## src/rtl/track_route_switch_setter_macros.svh

```systemverilog
// Assertion shorthands for the route switch setter.
// Each expands to one labeled concurrent assertion clocked on clk, off during reset.
`ifndef TRACK_ROUTE_SWITCH_SETTER_MACROS_SVH
`define TRACK_ROUTE_SWITCH_SETTER_MACROS_SVH

// Same-cycle implication.
`define TRS_ASSERT_IMP(label, ante, cons, msg) \
  label: assert property (@(posedge clk) disable iff (!rst_n) (ante) |-> (cons)) \
    else $error(msg);

// Next-cycle implication.
`define TRS_ASSERT_NXT(label, ante, cons, msg) \
  label: assert property (@(posedge clk) disable iff (!rst_n) (ante) |=> (cons)) \
    else $error(msg);

`endif

```

## src/rtl/trss_pkg.sv

```systemverilog
`default_nettype none

package trss_pkg;

  localparam int NODE_COUNT = 256;
  localparam int DIST_BITS  = 16;
  localparam int MAX_HOPS   = 63;

  localparam int NODE_W     = 8;
  localparam int DIST_IN_W  = 16;
  localparam int NODE_IDX_W = $clog2(NODE_COUNT);
  localparam int HOP_W      = $clog2(MAX_HOPS + 1);
  localparam int DIST_DEPTH = 1 << (2 * NODE_IDX_W);

  typedef logic [NODE_W-1:0]    node_t;
  typedef logic [DIST_BITS-1:0] dist_t;
  typedef logic [HOP_W-1:0]     hop_t;

  typedef enum logic [1:0] {
    ACT_LOAD_NODE = 2'd0,
    ACT_LOAD_DIST = 2'd1,
    ACT_ROUTE     = 2'd2
  } action_t;

  typedef enum logic [1:0] {
    KIND_SWITCH = 2'd0,
    KIND_DONE   = 2'd1,
    KIND_ABORT  = 2'd2
  } kind_t;

  typedef struct packed {
    logic  branch;
    node_t straight;
    node_t curved;
  } node_rec_t;

  typedef struct packed {
    logic  start;
    logic  load_node;
    logic  load_dist;
    logic  rd_node;
    logic  rd_ds;
    logic  rd_dc;
    logic  adv_ahead;
    logic  adv_branch;
    logic  emit;
    kind_t kind;
  } ctrl_cmd_t;

  typedef struct packed {
    logic at_dst;
    logic stop;
    logic is_branch;
    logic out_free;
  } ctrl_sts_t;

  function automatic logic node_in_range(node_t n);
    return {1'b0, n} < (NODE_W + 1)'(NODE_COUNT);
  endfunction

endpackage

`default_nettype wire

```

## src/rtl/trss_ctrl.sv

```systemverilog
`default_nettype none

`include "track_route_switch_setter_macros.svh"

module trss_ctrl (
  input  wire logic                clk,
  input  wire logic                rst_n,
  input  wire logic                in_valid,
  input  wire logic [1:0]          in_action,
  output logic                     in_ready,
  input  wire trss_pkg::ctrl_sts_t sts,
  output trss_pkg::ctrl_cmd_t      cmd
);
  import trss_pkg::*;

  typedef enum logic [4:0] {
    ST_IDLE      = 5'b00001,
    ST_CHECK     = 5'b00010,
    ST_NODE_WAIT = 5'b00100,
    ST_DS_WAIT   = 5'b01000,
    ST_DC_WAIT   = 5'b10000
  } state_t;

  state_t state_r, state_nxt;

  assign in_ready = (state_r == ST_IDLE);

  always_comb begin
    state_nxt = state_r;
    cmd       = '0;
    case (state_r)
      ST_IDLE: begin
        if (in_valid) begin
          case (in_action)
            ACT_LOAD_NODE: cmd.load_node = 1'b1;
            ACT_LOAD_DIST: cmd.load_dist = 1'b1;
            ACT_ROUTE: begin
              cmd.start = 1'b1;
              state_nxt = ST_CHECK;
            end
            default: ;
          endcase
        end
      end
      ST_CHECK: begin
        if (sts.at_dst) begin
          if (sts.out_free) begin
            cmd.emit  = 1'b1;
            cmd.kind  = KIND_DONE;
            state_nxt = ST_IDLE;
          end
        end else if (sts.stop) begin
          if (sts.out_free) begin
            cmd.emit  = 1'b1;
            cmd.kind  = KIND_ABORT;
            state_nxt = ST_IDLE;
          end
        end else begin
          cmd.rd_node = 1'b1;
          state_nxt   = ST_NODE_WAIT;
        end
      end
      ST_NODE_WAIT: begin
        if (sts.is_branch) begin
          cmd.rd_ds = 1'b1;
          state_nxt = ST_DS_WAIT;
        end else begin
          cmd.adv_ahead = 1'b1;
          state_nxt     = ST_CHECK;
        end
      end
      ST_DS_WAIT: begin
        cmd.rd_dc = 1'b1;
        state_nxt = ST_DC_WAIT;
      end
      ST_DC_WAIT: begin
        // hold both distances until the output register frees up
        if (sts.out_free) begin
          cmd.emit       = 1'b1;
          cmd.kind       = KIND_SWITCH;
          cmd.adv_branch = 1'b1;
          state_nxt      = ST_CHECK;
        end
      end
      default: state_nxt = ST_IDLE;
    endcase
  end

  always_ff @(posedge clk) begin
    if (!rst_n) begin
      state_r <= ST_IDLE;
    end else begin
      state_r <= state_nxt;
    end
  end

  `TRS_ASSERT_IMP(a_emit_free, cmd.emit, sts.out_free, "word emitted while output register full")
  `TRS_ASSERT_NXT(a_route_start, in_valid && in_ready && (in_action == ACT_ROUTE), state_r == ST_CHECK, "route request did not start walk")
  `TRS_ASSERT_NXT(a_final_idle, cmd.emit && (cmd.kind != KIND_SWITCH), state_r == ST_IDLE, "walk continued after final word")
  `TRS_ASSERT_IMP(a_read_walking, cmd.rd_node, !sts.at_dst && !sts.stop, "node read after walk ended")

endmodule

`default_nettype wire
```

## config.mk

```make
export PLATFORM = sky130hd
export DESIGN_NAME = trss_ctrl
export DESIGN_NICKNAME = d
export VERILOG_FILES = /design/src/rtl/trss_pkg.sv /design/src/rtl/trss_ctrl.sv
export VERILOG_INCLUDE_DIRS = /design/src /design/src/rtl
export SDC_FILE = /design/constraint.sdc
export NUM_CORES = 1
export LEC_CHECK = 0
export BUFFER_PORTS_ARGS = -buffer_cell sky130_fd_sc_hd__buf_2
export CORE_AREA = 2 2 39 41
export CTS_CLUSTER_DIAMETER = 50
export DETAILED_ROUTE_END_ITERATION = 10
export DIE_AREA = 0 0 41 43
export PLACE_DENSITY = 0.59
export REMOVE_ABC_BUFFERS = 1
export SETUP_SLACK_MARGIN = 0.05
export SYNTH_ARGS = -nofsm -noshare
export SYNTH_HDL_FRONTEND = slang
export SYNTH_SLANG_ARGS = --single-unit
export TNS_END_PERCENT = 5
```

## constraint.sdc

```tcl
create_clock -name clk -period 2.4 [get_ports clk]
set_input_delay 0.24 -clock clk [delete_from_list [all_inputs] [get_ports clk]]
set_output_delay 0.24 -clock clk [all_outputs]
set_load 0.02 [all_outputs]
```

* Word-level counts from Yosys, hierarchy flattened *
Index checks and enable logic that the tools add are counted.

word-level totals
  register bits after elaboration = 5

cells by class
  equal/unequal tests = 10
  muxes and demuxes = 28
  reduce and logical (&&, ||, !) cells = 2

operator list
  operator            number
  $mux 5              6
  $pmux 5 s5          1
  $mux 3              6
  $mux 1              12
  $mux 4              2
  $pmux 3 s2          1
  $eq 5x1->1 const B  1
  $eq 5x2->1 const B  1
  $eq 5x3->1 const B  1
  $eq 5x4->1 const B  1
  $eq 5x5->1 const B  1
  $ne 2x2->1 const B  2
  $reduce_and 3->1    1
  $eq 2x1->1 const B  1
  $eq 2x2->1 const B  1
  $logic_not 2->1     1
  $ne 2x1->1 const B  1

* Depth between registers and ports, before layout *
Gate-level depths: netlist of the first run.

  word-level depth = 4
  mapped depth = 5
  depth with buffers taken out = 4

* Least setup slack after synthesis of the first run *
No wires, ideal clock.

  path type = reg-to-output
  start point = reg state_r[4]
  end point = out cmd[1] (netlist bit)
  arrival time = 1679 ps
  required time = 2160 ps
  slack = 481 ps
  stages on the path, launching flop included = 5
  path through = dfxtp_1 -> buf_4 -> or4b_4 -> or2_4 -> nor3_1

RTL lines
  element                 line             RTL
  start, declared         trss_ctrl.sv:24  state_t state_r, state_nxt;
  start signal, assigned  trss_ctrl.sv:93  state_r <= state_nxt;
  end, declared           trss_ctrl.sv:12  output trss_pkg::ctrl_cmd_t cmd

==> flow_metrics.py, run 1 <==
metrics = {
    "setup_path": {
        "end_kind": "output pin",
        "startpoint_type": "register",
        "required_ns": 2.16,
        "worstPathArrival_ns": 1.79,
        "path_max_fanout": 9,
        "ff2ff_path_depth": 4,
        "critical_path_class": "register to output pin",
    },
    "clocking": {
        "htree_num_levels": 1,
        "clock_sinks": 5,
        "cts_setup_buffers": 0,
        "clockBufferDepth": 2,
        "ctsHoldBuffers": 0,
        "cts-root-buf": "clkbuf_4",
        "cts_tree": "built",
        "clock_latency_ns": 0.24,
        "cts.clk_slew.worst_paths_ns": 0.04,
        "cts_buffers": 3,
        "ctsResizeCount": 0,
    },
    "floorplan": {
        "coreArea_um2": 1380,
        "dieHeight_um": 43,
        "row_count": 14,
        "start_util_pct": 30.7,
        "dieWidth_um": 41,
        "io_pins": 21,
        "dieArea_um2": 1760,
    },
    "min_path": {
        "hold_path_class": "input pin to register",
        "holdPathStages": 2,
    },
    "outcome": {
        "status": "completed",
    },
    "sta": {
        "finalCritPeriodShare_pct": 84.5,
        "fin_crit_ns": 2.03,
        "slew-limit-headroom_pct": 71.0,
        "fmax_mhz": 493,
        "hold_viol": 0,
        "fin_skew_ns": 0.00144,
        "drv_slew": 0,
        "setup_viol": 0,
        "grt_setup_unrepaired": "false",
        "tns_ns": 0,
        "worst_pin_slew_ns": 0.434,
    },
    "route": {
        "vias_per_cell": 4.88,
        "wire_per_inst_um": 10.3,
        "firstDrtPassIters": 3,
        "vias": 459,
        "drt_iter0_markers": 11,
        "ant_nets": 0,
        "drc_errors": 0,
        "drt_wl_total_um": 965,
    },
    "global_route": {
        "antenna_found_initial": 0,
        "grt_usage_pct": 12.9,
        "grt.overflow.total": 0,
        "grt_pass1_vias": 395,
        "grt_pass1_wl_mm": 1.55,
        "grt_max_degree": 10,
    },
    "finish": {
        "nNetsFinal": 88,
        "fin_cells": 94,
        "layout_common_cells": "buf_2 (20), nor2_1 (10), dfxtp_1 (5)",
        "drive_gt1_share_pct": 35.9,
        "diodes": 0,
        "final_common_cell": "buf_2",
        "largest_reg_flops": 5,
        "area_growth_pct": 32.7,
        "top_regs": "state_r x5",
        "fin_area_um2": 563,
        "nFillCells": 148,
        "regMostFlops": "state_r",
    },
    "logic_synthesis": {
        "synth_seq_cells": 5,
        "synth_cell_types": 31,
        "synthCells": 55,
        "seq_area_frac_synth_pct": 23.6,
        "synthesis.area_um2": 424,
        "yosysWarnings": 0,
        "avgSynthCellArea_um2": 7.71,
    },
    "place": {
        "place.gp.congestion": 0.698,
        "dpl.cell_count": 90,
        "dp_hpwl_um": 771,
        "dpl_cell_area_um2": 537,
        "io_buffers": 20,
    },
    "pwr": {
        "p_leak_uw": 0.000273,
        "power_density_nw_per_um2": 725,
        "fin_total_pwr_uw": 408,
        "ir_drop_mv": 0.252,
    },
    "run": {
        "drv_cap": 0,
    },
}
-- worst paths after layout --
check	from	endpoint	slack [ns]
worst max-delay path	state_r[2]	cmd[1]	0.37
worst min-delay path	rst_n	state_r[0]	0.23
worst max register to register	state_r[0]	state_r[1]	0.81
worst min register to register	state_r[0]	state_r[0]	0.68
-- synth_stat cells --
master    count  area [um^2]
or3_1         1         6.26
and4b_1       1         10.0
and2_1        3         18.8
or4b_4        1         13.8
o41ai_1       1         8.76
o211ai_1      1         7.51
or2_4         1         8.76
nand3_2       1         10.0
buf_4         1         7.51
nor2b_1       1         6.26
o32ai_1       1         8.76
nor2_1       10         37.5
nor3_1        2         10.0
inv_1         3         11.3
and3b_1       1         8.76
nor4b_1       1         8.76
nand3_1       3         15.0
nor3_4        1         16.3
and4_1        1         8.76
nor3b_1       2         15.0
o21bai_1      1         7.51
dfxtp_1       5          100
o21ai_0       2         10.0
nand2b_1      1         6.26
nand3b_1      1         7.51
nand2_1       2         7.51
and2b_2       1         8.76
xor2_1        1         8.76
and3_1        1         6.26
o21a_1        2         15.0
o311ai_0      1         8.76
-- critical path, cell delays in order, from the launching register on --
cell and delay, ns:
dfxtp_1 0.37, or4b_4 0.56, or2_4 0.27, nor3_1 0.16, buf_2 0.18
-- metrics by stage --
step	util [%]	hold WS [ns]	setup slack [ns]
6_report	40.7	0.229	0.373
5_1_grt	40.7	0.242	0.284
4_1_cts	40.7	0.227	0.363
3_5_place_dp	38.8	0.473	0.629
3_3_place_gp	38.8	0.469	0.646
2_1_floorplan	-	0.312	0.499
-- kinds of logic after synthesis --
group,synth area share [%]
AO/OA/AOI/OAI,15.6
XOR/XNOR,2.07
buffers and inverters,4.43
flip-flops,23.6
AND/OR/NAND/NOR,54.3
-- layer usage --
| metal | up-vias | GRT usage, % | routed length, um |
|---|---|---|---|
| met3 | 0 | 3.14 | 46 |
| met4 | 0 | 8.00 | 0 |
| met2 | 10 | 20.6 | 476 |
| li1 | 248 | - | - |
| met1 | 201 | 14.2 | 442 |
| met5 | - | 0 | 0 |
-- power breakdown --
group          leakage (uW)  switching (uW)  internal, uW
Sequential        0.0000406            23.6          97.2
Combinational      0.000218             106          86.1
Clock             0.0000150            32.2          62.7
-- final cells by class --
class | count | area (um^2) | share of cell area, %
Multi-Input combinational cell | 46 | 305 | 54.2
Sequential cell | 5 | 100 | 17.8
Timing Repair Buffer | 20 | 100 | 17.8
Clock buffer | 4 | 26.3 | 4.67
Tap cell | 16 | 20.0 | 3.56
Inverter | 3 | 11.3 | 2.00
Power figures use the tool's default switching activity.
==> run 2, diff against run 1 <==
clock period = 2.1 ns   (was 2.4 ns; I/O delays follow)
==> flow_metrics.py, run 2 (same netlist as run 1, synthesis figures left out) <==
metrics = {
    "setup_path": {
        "path_max_fanout": 8,
        "critical_path.cell_chain": "or4b_4 > or2_4 > nor3_1 > buf_2",
        "crit_buf_inv": 1,
        "required_ns": 1.89,
        "cp_top_family": "simple AND/OR/NAND/NOR gates",
        "startpoint_type": "register",
        "end_kind": "output pin",
        "critical_path_class": "register to output pin",
        "crit_path_max_incr_delay_ns": 0.54,
        "crit_path_top_delay_cell": "or4b_4",
        "worstPathArrival_ns": 1.76,
    },
    "min_path": {
        "hold_path_class": "input pin to register",
    },
    "finish": {
        "seqCellArea_um2": 101,
        "multi_input_area_um2": 305,
        "regMostFlops": "state_r",
        "drive_gt1_share_pct": 37.2,
        "nFillCells": 158,
        "diodes": 0,
        "largest_reg_flops": 5,
        "fin_area_um2": 564,
        "final_common_cell": "buf_2",
        "layout_common_cells": "buf_2 (20), nor2_1 (10), dfxtp_1 (4)",
        "top_regs": "state_r x5",
        "area_growth_pct": 33.0,
        "nNetsFinal": 88,
    },
    "route": {
        "drt_wl_total_um": 942,
        "drc_errors": 0,
        "vias_per_cell": 4.99,
        "wire_per_inst_um": 10.0,
        "ant_nets": 0,
        "drt_iter0_markers": 1,
        "vias": 469,
        "firstDrtPassIters": 2,
    },
    "sta": {
        "tns_ns": 0,
        "worst_pin_slew_ns": 0.415,
        "slew-limit-headroom_pct": 72.3,
        "fmax_mhz": 507,
        "hold_viol": 0,
        "fin_skew_ns": 0.00186,
        "finalCritPeriodShare_pct": 94.0,
        "setup_viol": 0,
        "drv_slew": 0,
        "fin_crit_ns": 1.97,
        "grt_setup_unrepaired": "false",
    },
    "pwr": {
        "pwr-share-comb_pct": 47.3,
        "pwr-share-clk_pct": 23.3,
        "cell_internal_pwr_uw": 281,
        "p_switching_uw": 186,
        "power_density_nw_per_um2": 828,
        "ir_drop_mv": 0.278,
        "p_leak_uw": 0.000274,
        "seqPwrFrac_pct": 29.4,
        "fin_total_pwr_uw": 467,
        "swShare_pct": 39.8,
    },
    "place": {
        "io_buffers": 20,
        "dp_hpwl_um": 765,
        "dpl_cell_area_um2": 537,
        "place.gp.congestion": 0.699,
    },
    "floorplan": {
        "dieWidth_um": 41,
        "io_pins": 21,
        "row_count": 14,
        "dieHeight_um": 43,
        "coreArea_um2": 1380,
        "start_util_pct": 30.7,
        "dieArea_um2": 1760,
    },
    "global_route": {
        "grt_max_degree": 10,
        "antenna_found_initial": 0,
        "grt_pass1_wl_mm": 1.49,
        "grt.overflow.total": 0,
        "grt_usage_pct": 12.2,
        "grt_pass1_vias": 388,
    },
    "clocking": {
        "clock_latency_ns": 0.24,
        "cts_tree": "built",
        "clockBufferDepth": 2,
        "cts-root-buf": "clkbuf_4",
        "cts_buffers": 3,
        "cts.clk_slew.worst_paths_ns": 0.04,
        "clock_sinks": 5,
        "htree_num_levels": 1,
    },
    "run": {
        "drv_cap": 0,
    },
    "outcome": {
        "status": "completed",
    },
}
==> run 2: worst paths after layout <==
path                   start    endpoint  slack [ns]  cells past startpoint
setup / recovery  state_r[3]      cmd[1]        0.13                      4
setup reg to reg  state_r[0]  state_r[1]        0.53                      4
hold reg to reg   state_r[0]  state_r[0]        0.68                      2
hold / removal         rst_n  state_r[0]        0.19                      2
==> run 2: worst register-to-register path, stage by stage, from the launching register on <==
cell	delay [ns]
dfxtp_1	0.37
or3_1	0.41
nor3b_1	0.38
nor2_1	0.08
and4_1	0.21
==> run 2: layout make-up <==
type,count,share of cell area (%)
repair buffers,20,17.7
multi-input cells,46,54.1
flip-flops and latches,5,18.0
clock buffers,4,4.66
well taps,16,3.55
inverters,3,2.00
==> run 2: per-stage QoR <==
stage          hold slack, ns  util, %  worst slack, ns  instances
2_1_floorplan           0.282        -            0.229         54
3_5_place_dp            0.443     38.8            0.366         90
5_1_grt                 0.193     40.8           0.0574         94
4_1_cts                 0.186     40.7           0.0967         94
6_report                0.193     40.8            0.126         94
3_3_place_gp            0.439     38.8            0.369         90
==> run 2: timing repair <==
action	CTS	global route
hold endpoints to repair	0	0
gates resized for setup	0	1
endpoints found under the setup margin	0	1
hold buffers	0	0
buffers inserted	0	0
==> run 2: routing by layer <==
metal	vias up	wire (um)	share of wire, %	track usage (%)
met5	-	0	0	0
met4	0	0	0	8.00
met3	0	40	4.2	3.14
met2	10	460	49	19.4
met1	208	441	47	13.5
li1	251	-	-	-
==> run 2: power by group through the flow <==
stage                     combinational [uW]  clock (uW)  sequential [uW]
after floorplan                          167           0              131
after global placement                   223           0              140
after detailed placement                 221           0              138
after CTS                                223         117              136
after global routing                     245         122              140
final                                    221         109              137
